$ cat config.mk
export PLATFORM = sky130hd
export DESIGN_NAME = restoring_divide_32_by_8_flat
export DESIGN_NICKNAME = d
export VERILOG_FILES = /design/src/hdl/rdiv_pkg.sv /design/src/hdl/rdiv_if.sv /design/src/hdl/rdiv_sequencer.sv /design/src/hdl/rdiv_datapath.sv /design/src/hdl/restoring_divide_32_by_8.sv /design/src/flat_wrapper.sv
export SDC_FILE = /design/constraint.sdc
export NUM_CORES = 1
export LEC_CHECK = 0
export BUFFER_PORTS_ARGS = -buffer_cell sky130_fd_sc_hd__buf_4
export CORE_MARGIN = 2
export CORE_UTILIZATION = 51
export DETAILED_ROUTE_END_ITERATION = 8
export GPL_TIMING_DRIVEN = 0
export PLACE_DENSITY = 0.87
export SLEW_MARGIN = 20
export SYNTH_ARGS = -nofsm -noshare
export SYNTH_HDL_FRONTEND = slang
export SYNTH_SLANG_ARGS = --single-unit
$ cat constraint.sdc
create_clock -name i_clk -period 3.6 [get_ports i_clk]
set_clock_uncertainty 0.05 [all_clocks]
set_input_delay 0.18 -clock i_clk [delete_from_list [all_inputs] [get_ports i_clk]]
set_output_delay 0.18 -clock i_clk [all_outputs]
set_load 0.05 [all_outputs]
$ cat src/hdl/rdiv_pkg.sv
package rdiv_pkg;

    // Field widths of one input beat and one result beat.
    localparam int DIVIDEND_W = 32;
    localparam int DIVISOR_W  = 8;
    localparam int COUNT_W    = 3;
    localparam int QUOTIENT_W = 32;
    localparam int REM_W      = 8;

    // Microprogram counter width.
    localparam int PC_W = 3;

    // Datapath operations selected by a control word.
    typedef logic [1:0] t_dp_op;
    localparam t_dp_op OP_NOP    = 2'd0;
    localparam t_dp_op OP_STEP   = 2'd1;
    localparam t_dp_op OP_POST_Q = 2'd2;
    localparam t_dp_op OP_POST_Z = 2'd3;

    // Jump conditions tested by the sequencer.
    typedef logic [1:0] t_cond;
    localparam t_cond COND_BEAT        = 2'd0;
    localparam t_cond COND_DIV_ZERO    = 2'd1;
    localparam t_cond COND_MORE_BITS   = 2'd2;
    localparam t_cond COND_OUT_BLOCKED = 2'd3;

    // Control that the sequencer hands to the datapath.
    typedef struct packed {
        logic   in_ready;
        t_dp_op op;
    } t_dp_ctrl;

    // Status that the datapath returns for the jump conditions.
    typedef struct packed {
        logic beat;
        logic div_zero;
        logic more_bits;
        logic out_blocked;
    } t_dp_status;

endpackage

$ cat src/hdl/rdiv_if.sv
// Input channel: one division request per beat.
interface rdiv_in_if;
    logic                             valid;
    logic                             ready;
    logic [rdiv_pkg::DIVIDEND_W-1:0]  dividend;
    logic [rdiv_pkg::DIVISOR_W-1:0]   divisor_byte;
    logic [rdiv_pkg::COUNT_W-1:0]     byte_count;

    modport source (output valid, output dividend, output divisor_byte,
                    output byte_count, input ready);
    modport sink   (input valid, input dividend, input divisor_byte,
                    input byte_count, output ready);
endinterface

// Output channel: one result per beat.
interface rdiv_out_if;
    logic                             valid;
    logic                             ready;
    logic [rdiv_pkg::QUOTIENT_W-1:0]  quotient;
    logic [rdiv_pkg::REM_W-1:0]       remainder_byte;
    logic                             divide_by_zero;

    modport source (output valid, output quotient, output remainder_byte,
                    output divide_by_zero, input ready);
    modport sink   (input valid, input quotient, input remainder_byte,
                    input divide_by_zero, output ready);
endinterface

$ cat src/hdl/rdiv_sequencer.sv
module rdiv_sequencer (
    input  logic                 i_clk,
    input  logic                 i_rst_n,
    input  rdiv_pkg::t_dp_status i_status,
    output rdiv_pkg::t_dp_ctrl   o_ctrl
);
    import rdiv_pkg::*;

    // Microprogram addresses.
    localparam logic [PC_W-1:0] PC_WAIT   = 3'd0;
    localparam logic [PC_W-1:0] PC_CHECK  = 3'd1;
    localparam logic [PC_W-1:0] PC_STEP   = 3'd2;
    localparam logic [PC_W-1:0] PC_POST_Q = 3'd3;
    localparam logic [PC_W-1:0] PC_POST_Z = 3'd4;

    // One control word: datapath control, a condition and two successors.
    typedef struct packed {
        t_dp_ctrl        dp;
        t_cond           cond;
        logic [PC_W-1:0] next_true;
        logic [PC_W-1:0] next_false;
    } t_ucode_word;

    // The microprogram. Unused addresses fall back to the wait step.
    function automatic t_ucode_word ucode_rom(input logic [PC_W-1:0] pc);
        t_ucode_word w;
        unique case (pc)
            PC_WAIT:   w = '{dp: '{in_ready: 1'b1, op: OP_NOP},
                             cond: COND_BEAT, next_true: PC_CHECK,
                             next_false: PC_WAIT};
            PC_CHECK:  w = '{dp: '{in_ready: 1'b0, op: OP_NOP},
                             cond: COND_DIV_ZERO, next_true: PC_POST_Z,
                             next_false: PC_STEP};
            PC_STEP:   w = '{dp: '{in_ready: 1'b0, op: OP_STEP},
                             cond: COND_MORE_BITS, next_true: PC_STEP,
                             next_false: PC_POST_Q};
            PC_POST_Q: w = '{dp: '{in_ready: 1'b0, op: OP_POST_Q},
                             cond: COND_OUT_BLOCKED, next_true: PC_POST_Q,
                             next_false: PC_WAIT};
            PC_POST_Z: w = '{dp: '{in_ready: 1'b0, op: OP_POST_Z},
                             cond: COND_OUT_BLOCKED, next_true: PC_POST_Z,
                             next_false: PC_WAIT};
            default:   w = '{dp: '{in_ready: 1'b0, op: OP_NOP},
                             cond: COND_BEAT, next_true: PC_WAIT,
                             next_false: PC_WAIT};
        endcase
        return w;
    endfunction

    logic [PC_W-1:0] r_pc;
    logic [PC_W-1:0] n_pc;
    t_ucode_word     w_word;
    logic            w_cond;

    assign w_word = ucode_rom(r_pc);
    assign o_ctrl = w_word.dp;

    // Select the tested condition.
    always_comb begin
        unique case (w_word.cond)
            COND_BEAT:        w_cond = i_status.beat;
            COND_DIV_ZERO:    w_cond = i_status.div_zero;
            COND_MORE_BITS:   w_cond = i_status.more_bits;
            COND_OUT_BLOCKED: w_cond = i_status.out_blocked;
            default:          w_cond = 1'b0;
        endcase
        n_pc = w_cond ? w_word.next_true : w_word.next_false;
    end

    // Step counter.
    always_ff @(posedge i_clk) begin
        if (!i_rst_n) begin
            r_pc <= PC_WAIT;
        end else begin
            r_pc <= n_pc;
        end
    end

endmodule

$ cat src/hdl/rdiv_datapath.sv
module rdiv_datapath #(
    parameter int DIVIDEND_BYTES = 4
) (
    input  logic                 i_clk,
    input  logic                 i_rst_n,
    input  rdiv_pkg::t_dp_ctrl   i_ctrl,
    output rdiv_pkg::t_dp_status o_status,
    rdiv_in_if.sink              i_in,
    rdiv_out_if.source           o_out
);
    import rdiv_pkg::*;

    // Width of the clamped byte count and of the bit counter.
    localparam int CNT_W  = $clog2(DIVIDEND_BYTES + 1);
    localparam int BITS_W = CNT_W + 3;

    logic [DIVIDEND_W-1:0] r_num;
    logic [DIVISOR_W-1:0]  r_div;
    logic [REM_W-1:0]      r_rem;
    logic [QUOTIENT_W-1:0] r_q;
    logic [BITS_W-1:0]     r_bits;
    logic                  r_single;
    logic [REM_W-1:0]      r_b1;

    logic                  r_out_valid;
    logic [QUOTIENT_W-1:0] r_out_q;
    logic [REM_W-1:0]      r_out_rem;
    logic                  r_out_dz;

    logic                  w_beat;
    logic                  w_out_blocked;
    logic                  w_post;
    logic [CNT_W-1:0]      w_count;
    logic [REM_W:0]        w_trial;
    logic [REM_W:0]        w_diff;
    logic                  w_fits;

    assign i_in.ready    = i_ctrl.in_ready;
    assign w_beat        = i_in.valid & i_ctrl.in_ready;
    assign w_out_blocked = r_out_valid & ~o_out.ready;
    assign w_post        = ~w_out_blocked &
                           ((i_ctrl.op == OP_POST_Q) | (i_ctrl.op == OP_POST_Z));

    assign o_status.beat        = w_beat;
    assign o_status.div_zero    = (r_div == '0);
    assign o_status.more_bits   = (r_bits != BITS_W'(1));
    assign o_status.out_blocked = w_out_blocked;

    // Clamp the byte count to the range one to DIVIDEND_BYTES.
    always_comb begin
        priority if (i_in.byte_count == '0) begin
            w_count = CNT_W'(1);
        end else if (int'(i_in.byte_count) > DIVIDEND_BYTES) begin
            w_count = CNT_W'(DIVIDEND_BYTES);
        end else begin
            w_count = CNT_W'(i_in.byte_count);
        end
    end

    // One restoring step: shift in the next dividend bit, subtract if it fits.
    assign w_trial = {r_rem, r_num[DIVIDEND_W-1]};
    assign w_diff  = w_trial - {1'b0, r_div};
    assign w_fits  = (w_trial >= {1'b0, r_div});

    // Working registers.
    always_ff @(posedge i_clk) begin
        if (w_beat) begin
            r_num    <= i_in.dividend;
            r_div    <= i_in.divisor_byte;
            r_rem    <= '0;
            r_q      <= '0;
            r_bits   <= {w_count, 3'b000};
            r_single <= (w_count == CNT_W'(1));
            r_b1     <= i_in.dividend[DIVIDEND_W-9 -: REM_W];
        end else if (i_ctrl.op == OP_STEP) begin
            r_num  <= {r_num[DIVIDEND_W-2:0], 1'b0};
            r_rem  <= w_fits ? w_diff[REM_W-1:0] : w_trial[REM_W-1:0];
            r_q    <= {r_q[QUOTIENT_W-2:0], w_fits};
            r_bits <= r_bits - BITS_W'(1);
        end
    end

    // Output register valid flag.
    always_ff @(posedge i_clk) begin
        if (!i_rst_n) begin
            r_out_valid <= 1'b0;
        end else if (w_post) begin
            r_out_valid <= 1'b1;
        end else if (o_out.ready) begin
            r_out_valid <= 1'b0;
        end
    end

    // Output register payload. A single-byte count returns the second dividend byte.
    always_ff @(posedge i_clk) begin
        if (w_post) begin
            if (i_ctrl.op == OP_POST_Z) begin
                r_out_q   <= '0;
                r_out_rem <= '0;
                r_out_dz  <= 1'b1;
            end else begin
                r_out_q   <= r_q;
                r_out_rem <= r_single ? r_b1 : r_rem;
                r_out_dz  <= 1'b0;
            end
        end
    end

    assign o_out.valid          = r_out_valid;
    assign o_out.quotient       = r_out_q;
    assign o_out.remainder_byte = r_out_rem;
    assign o_out.divide_by_zero = r_out_dz;

endmodule

$ cat src/hdl/restoring_divide_32_by_8.sv
// Divides the number formed by the leading 1 to DIVIDEND_BYTES bytes of a
// big-endian 32-bit dividend by an unsigned 8-bit divisor and returns a 32-bit
// quotient and a remainder byte; for a count of one the remainder byte is the
// second dividend byte unchanged, and a zero divisor returns zeros with the
// divide_by_zero flag set. A count of zero acts as one and a count above
// DIVIDEND_BYTES acts as DIVIDEND_BYTES. A small microprogram drives a
// bit-serial restoring divider that produces one quotient bit per cycle. After
// the input beat the microprogram checks the divisor, steps once per quotient
// bit and then posts the result, or posts zeros at once for a zero divisor.
// One item is worked at a time, and the next input beat is taken as soon as
// the result sits in the output register, even while it waits to be taken.
module restoring_divide_32_by_8 #(
    parameter int DIVIDEND_BYTES = 4
) (
    input  logic        i_clk,
    input  logic        i_rst_n,
    rdiv_in_if.sink     i_in,
    rdiv_out_if.source  o_out
);
    import rdiv_pkg::*;

    t_dp_ctrl   w_ctrl;
    t_dp_status w_status;

    rdiv_sequencer u_sequencer (
        .i_clk    (i_clk),
        .i_rst_n  (i_rst_n),
        .i_status (w_status),
        .o_ctrl   (w_ctrl)
    );

    rdiv_datapath #(
        .DIVIDEND_BYTES (DIVIDEND_BYTES)
    ) u_datapath (
        .i_clk    (i_clk),
        .i_rst_n  (i_rst_n),
        .i_ctrl   (w_ctrl),
        .o_status (w_status),
        .i_in     (i_in),
        .o_out    (o_out)
    );

endmodule
$ cat src/flat_wrapper.sv
// flat-port wrapper written by rule: the top's interface ports become plain ports
module restoring_divide_32_by_8_flat import rdiv_pkg::*;
#(
    parameter int DIVIDEND_BYTES = 4
)
  (i_clk, i_rst_n, i_in_valid, i_in_dividend, i_in_divisor_byte, i_in_byte_count, i_in_ready, o_out_valid, o_out_quotient, o_out_remainder_byte, o_out_divide_by_zero, o_out_ready);
  rdiv_in_if i_in_i ();
  rdiv_out_if o_out_i ();
  input  logic i_clk;
  input  logic i_rst_n;
  input wire logic [$bits(i_in_i.valid)-1:0] i_in_valid;
  input wire logic [$bits(i_in_i.dividend)-1:0] i_in_dividend;
  input wire logic [$bits(i_in_i.divisor_byte)-1:0] i_in_divisor_byte;
  input wire logic [$bits(i_in_i.byte_count)-1:0] i_in_byte_count;
  output wire logic [$bits(i_in_i.ready)-1:0] i_in_ready;
  output wire logic [$bits(o_out_i.valid)-1:0] o_out_valid;
  output wire logic [$bits(o_out_i.quotient)-1:0] o_out_quotient;
  output wire logic [$bits(o_out_i.remainder_byte)-1:0] o_out_remainder_byte;
  output wire logic [$bits(o_out_i.divide_by_zero)-1:0] o_out_divide_by_zero;
  input wire logic [$bits(o_out_i.ready)-1:0] o_out_ready;
  assign i_in_i.valid = i_in_valid;
  assign i_in_i.dividend = i_in_dividend;
  assign i_in_i.divisor_byte = i_in_divisor_byte;
  assign i_in_i.byte_count = i_in_byte_count;
  assign i_in_ready = i_in_i.ready;
  assign o_out_valid = o_out_i.valid;
  assign o_out_quotient = o_out_i.quotient;
  assign o_out_remainder_byte = o_out_i.remainder_byte;
  assign o_out_divide_by_zero = o_out_i.divide_by_zero;
  assign o_out_i.ready = o_out_ready;
  restoring_divide_32_by_8 #(.DIVIDEND_BYTES(DIVIDEND_BYTES)) u_core (.i_clk(i_clk), .i_rst_n(i_rst_n), .i_in(i_in_i), .o_out(o_out_i));
endmodule
Word-level counts from Yosys, hierarchy flattened. Cells that the tools add are included.

$add $sub $neg: 2. Magnitude comparators: 2. Eq/ne operators: 12. Multiplexer cells: 14. Bitwise gates (word level): 6. Reduce and logical (&&, ||, !) cells: 6.

Operators with widths (number): $mux 32 (2); $pmux 11 s5 (1); $mux 8 (2); $mux 6 (2); $ge 9x8->1 (1); $mux 3 (3); $eq 2x2->1 const B (4); $logic_not 8->1 (1); $sub 8x8->8 (1); $eq 3x1->1 const B (2); $eq 3x2->1 const B (2); $logic_not 3->1 (2); $ne 6x1->1 const B (1); $sub 6x1->6 const B (1); $eq 2x1->1 const B (2); $pmux 1 s4 (1); $reduce_bool 2->1 (2); $and 1x1->1 (3); $eq 3x3->1 const B (1); $gt 3x3->1 const B (1); $mux 1 (3); $logic_not 2->1 (1); $not 1->1 (2); $or 1x1->1 (1).

Bits in registers: 140. Input port bits: 47. Output and inout port bits: 43. Word-level logic and storage cells: 55.

Depth between registers and ports, before layout. Gate-level depths: netlist (run 1).

Depth after elaboration: 6. Depth in mapped cells: 9.

By module. From an unflattened synthesis (run 1), not the netlist that was laid out.

Cells, all modules: 569. Area total of the unflattened synthesis: 5980.7 sq um.

By module, submodules not included: rdiv_datapath (instances 1, cells an instance 534, area each 5721.7 sq um); rdiv_sequencer (instances 1, cells an instance 35, area each 259.0 sq um).

Least setup slack after synthesis (run 1). No wires, ideal clock.

Path type: register to register. Start point: register u_core.u_sequencer.r_pc[1]. End point: register u_core.u_datapath.r_out_dz (netlist: u_core.u_datapath.o_out.divide_by_zero) (enable). Library setup time: 0.439 ns. Arrival time: 3.058 ns. Data required time: 3.111 ns. Slack: 0.052 ns. Cell stages (with the launch flop): 6. Cell sequence: dfxtp_1 buf_2 nor3b_1 clkbuf_1 a21oi_1 nor2_1.

Longest elaborated chain between the ends: 5.

Ends and longest elaborated chain: from (decl) (line rdiv_sequencer.sv:50) `logic [PC_W-1:0] r_pc;`; from (signal assigned) (line rdiv_sequencer.sv:75) `r_pc <= n_pc;`; $eq 3x3->1, or another cell as far along (line rdiv_sequencer.sv:27) `unique case (pc)`; $pmux 11 s5 (*) (line rdiv_sequencer.sv:27); $eq 2x2->1 (line rdiv_datapath.sv:42) `((i_ctrl.op == OP_POST_Q) | (i_ctrl.op == OP_POST_Z));`; $or 1x1->1 (*) (line rdiv_datapath.sv:42); $and 1x1->1 (*) (line rdiv_datapath.sv:41) `assign w_post = ~w_out_blocked &`; named net u_core.u_datapath.w_post (line rdiv_datapath.sv:32) `logic w_post;`; to (signal assigned) (line rdiv_datapath.sv:100) `r_out_dz <= 1'b1;`; to (signal assigned) (line rdiv_datapath.sv:104) `r_out_dz <= 1'b0;`; to (decl) (line rdiv_datapath.sv:28) `logic r_out_dz;`.

The timed path passes the listed nets; every way through them passes the cells marked *. A chain may end at the register's enable or synchronous reset.

Final worst setup path (run 1).
Start point: register u_core.u_sequencer.r_pc[1]. End point: register u_core.u_datapath.r_out_q[16] (netlist: u_core.u_datapath.o_out.quotient[16]) (enable).

Longest elaborated chain between the ends: 5.

Ends and longest elaborated chain: $eq 3x3->1, or another cell as far along (line rdiv_sequencer.sv:27); $pmux 11 s5 (*) (line rdiv_sequencer.sv:27); $eq 2x2->1 (line rdiv_datapath.sv:42); $or 1x1->1 (*) (line rdiv_datapath.sv:42); $and 1x1->1 (*) (line rdiv_datapath.sv:41); named net u_core.u_datapath.w_post (line rdiv_datapath.sv:32); to (signal assigned) (line rdiv_datapath.sv:102) `r_out_q <= r_q;`; to (decl) (line rdiv_datapath.sv:26) `logic [QUOTIENT_W-1:0] r_out_q;`.

Marked as above.

==> flow_summary.json, run 1 <==
{
  "outcome": "completed",
  "first_pass_iters": 4,
  "yosysUniqueCellTypes": 44,
  "cts_tree": "yes",
  "synthesis.nets": 527,
  "maxCapViolations": 0,
  "routed_wl_um": 11500,
  "cp_data_arrival_time_ps": 3040,
  "synth.top_cell.area_share": 0.486,
  "die_h_um": 110,
  "slowest_delay_ps": 830,
  "fin_crit_ps": 2970,
  "grt_pass1_vias": 3981,
  "swShare": 0.288,
  "grt_max_degree": 37,
  "hp-start": "i_in_byte_count[1]",
  "die_area_mm2": 0.0121,
  "core_mm2": 0.0109,
  "nets": 654,
  "rows": 38,
  "p_per_area_mw_per_mm2": 624,
  "num_vias": 3933,
  "antenna_found_initial": 0,
  "grtUsageTotal": 0.203,
  "finish.utilization": 0.676,
  "min_to": "u_core.u_datapath.r_single$_DFFE_PP_",
  "r2r-end": "u_core.u_datapath.o_out.quotient[16]$_SDFFCE_PP0P_",
  "slew_headroom": 0.336,
  "grt_pass1_wl_um": 18500,
  "drt_iter0_markers": 251,
  "r2r_start": "u_core.u_sequencer.r_pc[1]$_SDFF_PN0_",
  "ys.flop_type": "edfxtp_1",
  "postCtsSetupBuffers": 0,
  "start_util": 0.526,
  "yosys.area_share.xor_xnor": 0.0168,
  "yosysWarnings": 0,
  "clkPwrFrac": 0.368,
  "internal_power_mw": 3.29,
  "reg2reg_depth": 6,
  "wl_per_cell_um": 15.4,
  "cts_sinks": 140,
  "n_antenna_cell": 0,
  "hold_class": "input pin to flip-flop",
  "synth-simple-area-share": 0.132,
  "synth_compound_area_frac": 0.0672,
  "io_buffers": 89,
  "pwr-share-comb": 0.189,
  "cts-root-buf": "clkbuf_16",
  "overflow": 0,
  "p_sw_mw": 1.33,
  "clk_latency_ps": 420,
  "ant_nets": 0,
  "clockBufferDepth": 2,
  "drc_errors": 0,
  "fmax_mhz": 336,
  "tightest_slew_ps": 995,
  "cts_made_buffers": 17,
  "synth_top_family_by_area": "simple AND/OR/NAND/NOR gates",
  "synth-seq-cells": 140,
  "finalWeightedCongestion": 0.816,
  "pin_count": 90,
  "synthMuxAreaShare": 0.0851,
  "synth_area_mm2": 0.00575,
  "min_period_over_period": 0.826,
  "fillCellCount": 739,
  "area_growth_pct": 28.5,
  "setup_viol": 0,
  "power.share.sequential": 0.444,
  "synth_async_sr_flop_share": 0,
  "die_x_um": 110,
  "stdcell_count": 749,
  "p_leak_nw": 2.86,
  "synthAdderAreaFrac": 0.0252,
  "rrSetupSlack_ps": 630,
  "clk_pin_slew_worst_paths_ps": 60,
  "slew_viol_final": 0,
  "routed_via_density": 5.25,
  "crit_chain": "buf_2 -> nor3b_1 -> clkbuf_1 -> a21oi_1 -> nor2_4 -> buf_16",
  "critPathLaunchType": "flip-flop",
  "synthTopCellsByArea": "edfxtp_1, dfxtp_1, mux2_2",
  "ys_seq_area_frac": 0.649,
  "cp_slowest_cell": "nor3b_1",
  "end_kind": "flip-flop",
  "dp_hpwl_um": 7890,
  "dp_cells": 699,
  "worst_ep_required_time_ps": 3670,
  "synth_top_cell_by_area": "edfxtp_1",
  "hold_viol": 0,
  "path_class": "flip-flop to flip-flop",
  "htreeDepth": 4,
  "peakVddDrop_mv": 0.433,
  "synth-edff-count": 93,
  "layout_common_cells": "edfxtp_1, buf_4, nand2_1",
  "drive_gt1_frac": 0.266,
  "synth_cells": 469,
  "syn_area_per_cell_um2": 12.3,
  "rsz0062_at_grt": "no",
  "min_delay_path_depth": 2,
  "layout.cells.most_common": "edfxtp_1",
  "crit_fanout": 25
}
## registers in the layout, indices dropped and copies added (netlist names)
signal	cells
u_core.u_datapath.o_out.divide_by_zero	1
u_core.u_datapath.o_out.quotient	32
u_core.u_datapath.o_out.remainder_byte	8
u_core.u_datapath.o_out.valid	1
u_core.u_datapath.r_b1	8
u_core.u_datapath.r_bits	6
u_core.u_datapath.r_div	8
u_core.u_datapath.r_num	32
u_core.u_datapath.r_q	32
u_core.u_datapath.r_rem	8
u_core.u_datapath.r_single	1
u_core.u_sequencer.r_pc	3
## area by class of cell
type                    count  area [um^2]  share of cell area
plain buffers              22         90.1              0.0122
clock buffers              18          429              0.0581
clock inverters            14          151              0.0205
inverters                  13         48.8             0.00660
multi-input cells         294         1890               0.255
flip-flops and latches    140         3730               0.505
well taps                 140          175              0.0237
repair buffers            108          876               0.119
## critical path: cells and delay by family (launching register included)
kind                   cells  cell delay [ps]
AOI/OAI and AO/OA          1              140
buffers and inverters      3              840
and+or+nand+nor            2             1340
DFF                        1              300
## metrics by stage
step	power, mW	cell area (um^2)	setup TNS, ps	hold slack, ps	setup slack (ps)
final	4.61	7390	0	15.8	627
after global routing	4.80	7390	0	5.44	425
after CTS	4.63	7390	0	0.379	618
after floorplan	2.66	5750	0	229	52.2
after detailed placement	2.92	6630	0	309	669
after global placement	2.87	6590	-36790	309	-899
## cells by family after synthesis
| kind of cell | Yosys count |
|---|---|
| AOI/OAI and AO/OA | 67 |
| adders and majority gates | 11 |
| and+or+nand+nor | 160 |
| buffers and inverters | 35 |
| muxes | 45 |
| DFF | 140 |
| xor gates and xnor gates | 11 |
## power by group through the flow
| stage | clock network, mW | registers (mW) | logic (mW) |
|---|---|---|---|
| after floorplan | 0 | 2.13 | 0.529 |
| after global placement | 0 | 2.07 | 0.793 |
| after detailed placement | 0 | 2.08 | 0.838 |
| after CTS | 1.72 | 2.05 | 0.867 |
| after global routing | 1.79 | 2.07 | 0.949 |
| final | 1.70 | 2.05 | 0.870 |
## worst max path at each step
| stage | endpoint | startpoint | slack [ps] |
|---|---|---|---|
| after floorplan | u_core.u_datapath.o_out.divide_by_zero$_DFFE_PP_ | u_core.u_sequencer.r_pc[1]$_SDFF_PN0_ | 50 |
| after global placement | u_core.u_datapath.o_out.quotient[19]$_SDFFCE_PP0P_ | u_core.u_sequencer.r_pc[1]$_SDFF_PN0_ | -900 |
| after detailed placement | u_core.u_datapath.o_out.quotient[16]$_SDFFCE_PP0P_ | u_core.u_sequencer.r_pc[1]$_SDFF_PN0_ | 670 |
| after CTS | u_core.u_datapath.o_out.quotient[5]$_SDFFCE_PP0P_ | u_core.u_sequencer.r_pc[1]$_SDFF_PN0_ | 620 |
| after global routing | u_core.u_datapath.o_out.quotient[4]$_SDFFCE_PP0P_ | u_core.u_sequencer.r_pc[1]$_SDFF_PN0_ | 430 |
| final | u_core.u_datapath.o_out.quotient[16]$_SDFFCE_PP0P_ | u_core.u_sequencer.r_pc[1]$_SDFF_PN0_ | 630 |
## synth_stat cells, drive strengths merged, types with 8 or more instances
master / count
o21ai: 16
mux2: 31
nand2: 82
buf: 8
a21oi: 37
inv: 12
nor2: 18
nor2b: 39
mux2i: 14
clkbuf: 14
edfxtp: 93
dfxtp: 47
ha: 10
## layer usage
layer / wire length, um / track usage / part of all wire
met5: 0 / 0 / 0
met4: 216 / 0.0875 / 0.019
met3: 795 / 0.0700 / 0.069
met2: 5670 / 0.334 / 0.49
met1: 4840 / 0.243 / 0.42
## what timing repair did
item / 4_1_cts / 5_1_grt
resized for setup: 0 / 0
hold buffers: 18 / 0
hold endpoints to repair: 19 / 0
No activity file was read; power rests on OpenSTA's default activity.
==> inputs of run 2 (changes only) <==
==> constraint.sdc (replaced) <==
create_clock -name i_clk -period 2.52 [get_ports i_clk]
set_clock_uncertainty 0.05 [all_clocks]
set_input_delay 0.126 -clock i_clk [delete_from_list [all_inputs] [get_ports i_clk]]
set_output_delay 0.126 -clock i_clk [all_outputs]
set_load 0.05 [all_outputs]
==> run 2 against run 1 <==
  * Hold slack got worse by 6.8 ps
  * Die area unchanged
  * Power is 46% higher
  * Sequential cell count stayed put
  * First-iteration DRC count up 0.40%
  * Fmax up 23%
==> flow_summary.json, run 2 (synthesis results as in run 1) <==
{
  "die_area_mm2": 0.0121,
  "grt_pass1_wl_um": 21200,
  "critPathLaunchType": "flip-flop",
  "io_buffers": 89,
  "clk_latency_ps": 420,
  "core_mm2": 0.0109,
  "clockBufferDepth": 2,
  "hold_class": "input pin to flip-flop",
  "clk_pin_slew_worst_paths_ps": 60,
  "cp-endpoint": "u_core.u_datapath.o_out.quotient[29]$_SDFFCE_PP0P_",
  "cts_tree": "yes",
  "worst_ep_required_time_ps": 2530,
  "r2r-end": "u_core.u_datapath.o_out.quotient[29]$_SDFFCE_PP0P_",
  "die_x_um": 110,
  "rsz0062_at_grt": "no",
  "fin_crit_ps": 2410,
  "internal_power_mw": 4.79,
  "hold_viol": 0,
  "cts-root-buf": "clkbuf_16",
  "cp_data_arrival_time_ps": 2420,
  "dp_hpwl_um": 8050,
  "slew_viol_final": 0,
  "p_per_area_mw_per_mm2": 876,
  "outcome": "completed",
  "p_sw_mw": 1.93,
  "power.share.sequential": 0.437,
  "finalWeightedCongestion": 0.886,
  "hp-start": "i_in_valid",
  "ant_nets": 0,
  "finalInstanceArea_mm2": 0.00767,
  "dpl_cell_area_mm2": 0.00662,
  "end_kind": "flip-flop",
  "area_growth_pct": 33.5,
  "clkPwrFrac": 0.370,
  "crit_start": "u_core.u_sequencer.r_pc[2]$_SDFF_PN0_",
  "routed_wl_um": 13400,
  "peakVddDrop_mv": 0.574,
  "cts_sinks": 140,
  "grt_pass1_vias": 4269,
  "grtUsageTotal": 0.236,
  "n_antenna_cell": 0,
  "num_vias": 4207,
  "crit_fanout": 10,
  "pwr-share-comb": 0.193,
  "rrSetupSlack_ps": 110,
  "wl_per_cell_um": 17.2,
  "final.setup.tns_ps": 0,
  "start_util": 0.526,
  "p_leak_nw": 2.99,
  "drive_gt1_frac": 0.262,
  "die_h_um": 110,
  "drc_errors": 0,
  "grt_max_degree": 37,
  "setup_viol": 0,
  "antenna_found_initial": 0,
  "cts_made_buffers": 17,
  "min_period_over_period": 0.957,
  "nets": 682,
  "path_class": "flip-flop to flip-flop",
  "overflow": 0,
  "layout_common_cells": "edfxtp_1, buf_4, nand2_1",
  "swShare": 0.287,
  "drt_iter0_markers": 252,
  "routed_via_density": 5.41,
  "r2r_start": "u_core.u_sequencer.r_pc[2]$_SDFF_PN0_",
  "layout.cells.most_common": "edfxtp_1",
  "fin_hold_ws_ps": 9.04,
  "rows": 38,
  "htreeDepth": 4,
  "tightest_slew_ps": 971,
  "maxCapViolations": 0,
  "reg2reg_depth": 4,
  "pin_count": 90,
  "first_pass_iters": 5,
  "fmax_mhz": 415,
  "slew_headroom": 0.351
}
## run 2: changes by cell type in the layout (fill, tap and decap cells not counted), moves of 2 or more
| cell | delta |
|---|---|
| clkinv_2 | +3 |
| clkinvlp_4 | -2 |
| inv_8 | -3 |
| dlygate4sd3_1 | +26 |
| nor2_2 | +2 |
## run 2: worst min-delay path by stage
stage,end,slack (ps),cells after the start
after global placement,u_core.u_datapath.r_div[1]$_DFFE_PP_,260,1
after global routing,u_core.u_datapath.r_num[0]$_SDFFCE_PN0P_,30,2
after CTS,u_core.u_datapath.r_num[0]$_SDFFCE_PN0P_,2,2
final,u_core.u_datapath.r_num[0]$_SDFFCE_PN0P_,9,2
after detailed placement,u_core.u_datapath.r_div[4]$_DFFE_PP_,260,1
after floorplan,u_core.u_datapath.r_b1[0]$_DFFE_PP_,170,0
## run 2: through the flow
step | setup WS, ps | util | total power, mW | std cells
finish | 109 | 0.702 | 6.72 | 777
global route | 4.21 | 0.702 | 6.97 | 777
CTS | 130 | 0.702 | 6.69 | 776
detailed placement | -729 | 0.605 | 4.17 | 698
global placement | -686 | 0.605 | 4.11 | 698
floorplan | 49.8 | - | 3.82 | 469
## run 2: layer usage
metal	global-route usage	routed length (um)	share of wire	vias up
li1	-	-	-	1971
met1	0.269	5140	0.38	2017
met2	0.430	7110	0.53	190
met3	0.0647	907	0.068	29
met4	0.0696	232	0.017	0
met5	0	0	0	-
## run 2: layout make-up
type	instances	area (um^2)
Multi-Input combinational cell	297	1930
Clock buffer	18	429
Sequential cell	140	3730
Tap cell	140	175
Timing Repair Buffer	133	1110
Fill cell	705	3260
Inverter	13	48.8
Clock inverter	14	156
Buffer	22	91.3
## run 2: power by group through the flow
stage / logic [mW] / clock network [mW] / registers [mW]
after floorplan: 0.767 / 0 / 3.05
after global placement: 1.15 / 0 / 2.96
after detailed placement: 1.20 / 0 / 2.97
after CTS: 1.28 / 2.48 / 2.93
after global routing: 1.41 / 2.61 / 2.95
final: 1.30 / 2.49 / 2.94
## run 2: repair_timing
action	4_1_cts	5_1_grt
hold endpoints to repair	54	0
pin swaps	1	0
buffers inserted	0	0
hold buffers	44	0
cloned	2	1
endpoints found under the setup margin	41	21
gates resized for setup	4	2
## run 2: worst max-delay path, cell delays in order, from the launching register on
cell and delay, ps:
dfxtp_1 500, nor3b_4 430, clkbuf_2 310, a21oi_1 220, nor2_2 530
==> inputs of run 3 (changes only) <==
--- a/config.mk
+++ b/config.mk
@@ -7,10 +7,11 @@
 export LEC_CHECK = 0
 export BUFFER_PORTS_ARGS = -buffer_cell sky130_fd_sc_hd__buf_4
 export CORE_MARGIN = 2
-export CORE_UTILIZATION = 51
+export CORE_UTILIZATION = 53
+export CTS_BUF_LIST = sky130_fd_sc_hd__clkbuf_4 sky130_fd_sc_hd__clkbuf_8
 export DETAILED_ROUTE_END_ITERATION = 8
 export GPL_TIMING_DRIVEN = 0
-export PLACE_DENSITY = 0.87
+export PLACE_DENSITY = 0.89
 export SLEW_MARGIN = 20
 export SYNTH_ARGS = -nofsm -noshare
 export SYNTH_HDL_FRONTEND = slang
==> run 3 against run 2 <==
  * Via count fell by 2.8%
  * Clock power down 22%
  * Cell count grew 0.13%
  * Critical endpoint is now u_core.u_datapath.r_div[2]$_DFFE_PP_
  * Largest cell class unchanged
  * Highest routed layer unchanged
==> flow_summary.json, run 3 (synthesis results as in run 1) <==
{
  "worst_ep_required_time_ps": 2560,
  "final.setup.tns_ps": 0,
  "fillCellCount": 716,
  "postCtsSetupBuffers": 0,
  "ant_nets": 0,
  "clockBufferDepth": 2,
  "grt_pass1_vias": 4243,
  "cp_top_family": "buffers and inverters",
  "drive_gt1_frac": 0.263,
  "slew_headroom": 0.229,
  "cp.buffers_inverters": 4,
  "cp_slowest_cell": "clkdlybuf4s15_2",
  "cpMostUsedCell": "buf_2",
  "slowest_delay_ps": 680,
  "maxCapViolations": 0,
  "cts_tree": "yes",
  "hold_class": "input pin to flip-flop",
  "rsz0062_at_grt": "no",
  "area_growth_pct": 31.3,
  "peakVddDrop_mv": 0.639,
  "antenna_found_initial": 0,
  "fin_crit_ps": 2450,
  "overflow": 0,
  "htreeDepth": 4,
  "fmax_mhz": 409,
  "hold_viol": 0,
  "path_class": "flip-flop to flip-flop",
  "start_util": 0.537,
  "fin_hold_ws_ps": 118,
  "die_h_um": 108,
  "crit_chain": "buf_2 -> nor3_4 -> nand2_1 -> clkinv_1 -> buf_2 -> clkdlybuf4s15_2",
  "die_area_mm2": 0.0117,
  "layout_common_cells": "edfxtp_1, buf_4, nand2_1",
  "clk_latency_ps": 450,
  "grt_max_degree": 37,
  "clk_pin_slew_worst_paths_ps": 80,
  "n_antenna_cell": 0,
  "cts_sinks": 140,
  "grtUsageTotal": 0.230,
  "die_x_um": 108,
  "wl_per_cell_um": 16.1,
  "cts-root-buf": "clkbuf_8",
  "rows": 38,
  "routed_via_density": 5.26,
  "dp_hpwl_um": 7770,
  "num_vias": 4090,
  "layout.cells.most_common": "edfxtp_1",
  "tightest_slew_ps": 1150,
  "p_leak_nw": 2.92,
  "drt_iter0_markers": 264,
  "core_mm2": 0.0107,
  "p_per_area_mw_per_mm2": 815,
  "end_kind": "flip-flop",
  "min_period_over_period": 0.971,
  "grt_pass1_wl_um": 20100,
  "finish.utilization": 0.705,
  "first_pass_iters": 5,
  "crit_fanout": 26,
  "nets": 683,
  "drc_errors": 0,
  "cp_data_arrival_time_ps": 2480,
  "pin_count": 90,
  "finalWeightedCongestion": 0.904,
  "cts_made_buffers": 17,
  "outcome": "completed",
  "setup_viol": 0,
  "routed_wl_um": 12500,
  "io_buffers": 89,
  "total_power_mw": 6.15,
  "slew_viol_final": 0,
  "critPathLaunchType": "flip-flop"
}
## run 3: cell type report
| class | instances | area [um^2] | share of cell area |
|---|---|---|---|
| Tap cell | 140 | 175 | 0.0232 |
| Inverter | 13 | 48.8 | 0.00647 |
| Clock buffer | 18 | 248 | 0.0328 |
| Sequential cell | 140 | 3730 | 0.495 |
| Clock inverter | 14 | 183 | 0.0242 |
| Multi-Input combinational cell | 297 | 1940 | 0.257 |
| Buffer | 22 | 97.6 | 0.0129 |
| Timing Repair Buffer | 134 | 1120 | 0.148 |
## run 3: worst min-delay path: stages
cell	delay (ps)
buf_4	80
nor2b_1	40
o32ai_1	240
## run 3: worst paths after layout
path / start / end / slack [ps] / depth (start not counted)
max: u_core.u_sequencer.r_pc[1]$_SDFF_PN0_ / u_core.u_datapath.r_div[2]$_DFFE_PP_ / 70 / 6
min: i_in_byte_count[0] / u_core.u_datapath.r_bits[3]$_DFFE_PP_ / 120 / 3
max reg2reg: u_core.u_sequencer.r_pc[1]$_SDFF_PN0_ / u_core.u_datapath.r_div[2]$_DFFE_PP_ / 70 / 6
min reg2reg: u_core.u_datapath.r_q[31]$_SDFFE_PP0P_ / u_core.u_datapath.r_q[31]$_SDFFE_PP0P_ / 420 / 2
## run 3: where the power goes
part	total, mW	internal [mW]	switching [mW]
clock	1.94	1.03	0.914
combinational	1.29	0.519	0.771
sequential	2.92	2.80	0.124
## run 3: repair_timing
action / 4_1_cts / 5_1_grt
setup endpoints to repair: 41 / 41
cloned: 3 / 0
hold buffers: 45 / 0
resized for setup: 4 / 2
endpoints found under the hold margin: 56 / 0
pin swaps: 2 / 0
## run 3: per-layer routing
metal | track usage | vias up | wire length [um]
met1 | 0.243 | 1947 | 4690
met3 | 0.0766 | 29 | 751
met4 | 0.103 | 0 | 381
li1 | - | 1963 | -
met5 | 0 | - | 0
met2 | 0.415 | 151 | 6700
## run 3: stage by stage
step | instance area [um^2] | cells | setup slack [ps]
final | 7550 | 778 | 72.5
after global routing | 7550 | 778 | 0.962
after CTS | 7530 | 778 | 88.7
after detailed placement | 6620 | 698 | -735
after global placement | 6620 | 698 | -677
after floorplan | 5780 | 469 | 49.8
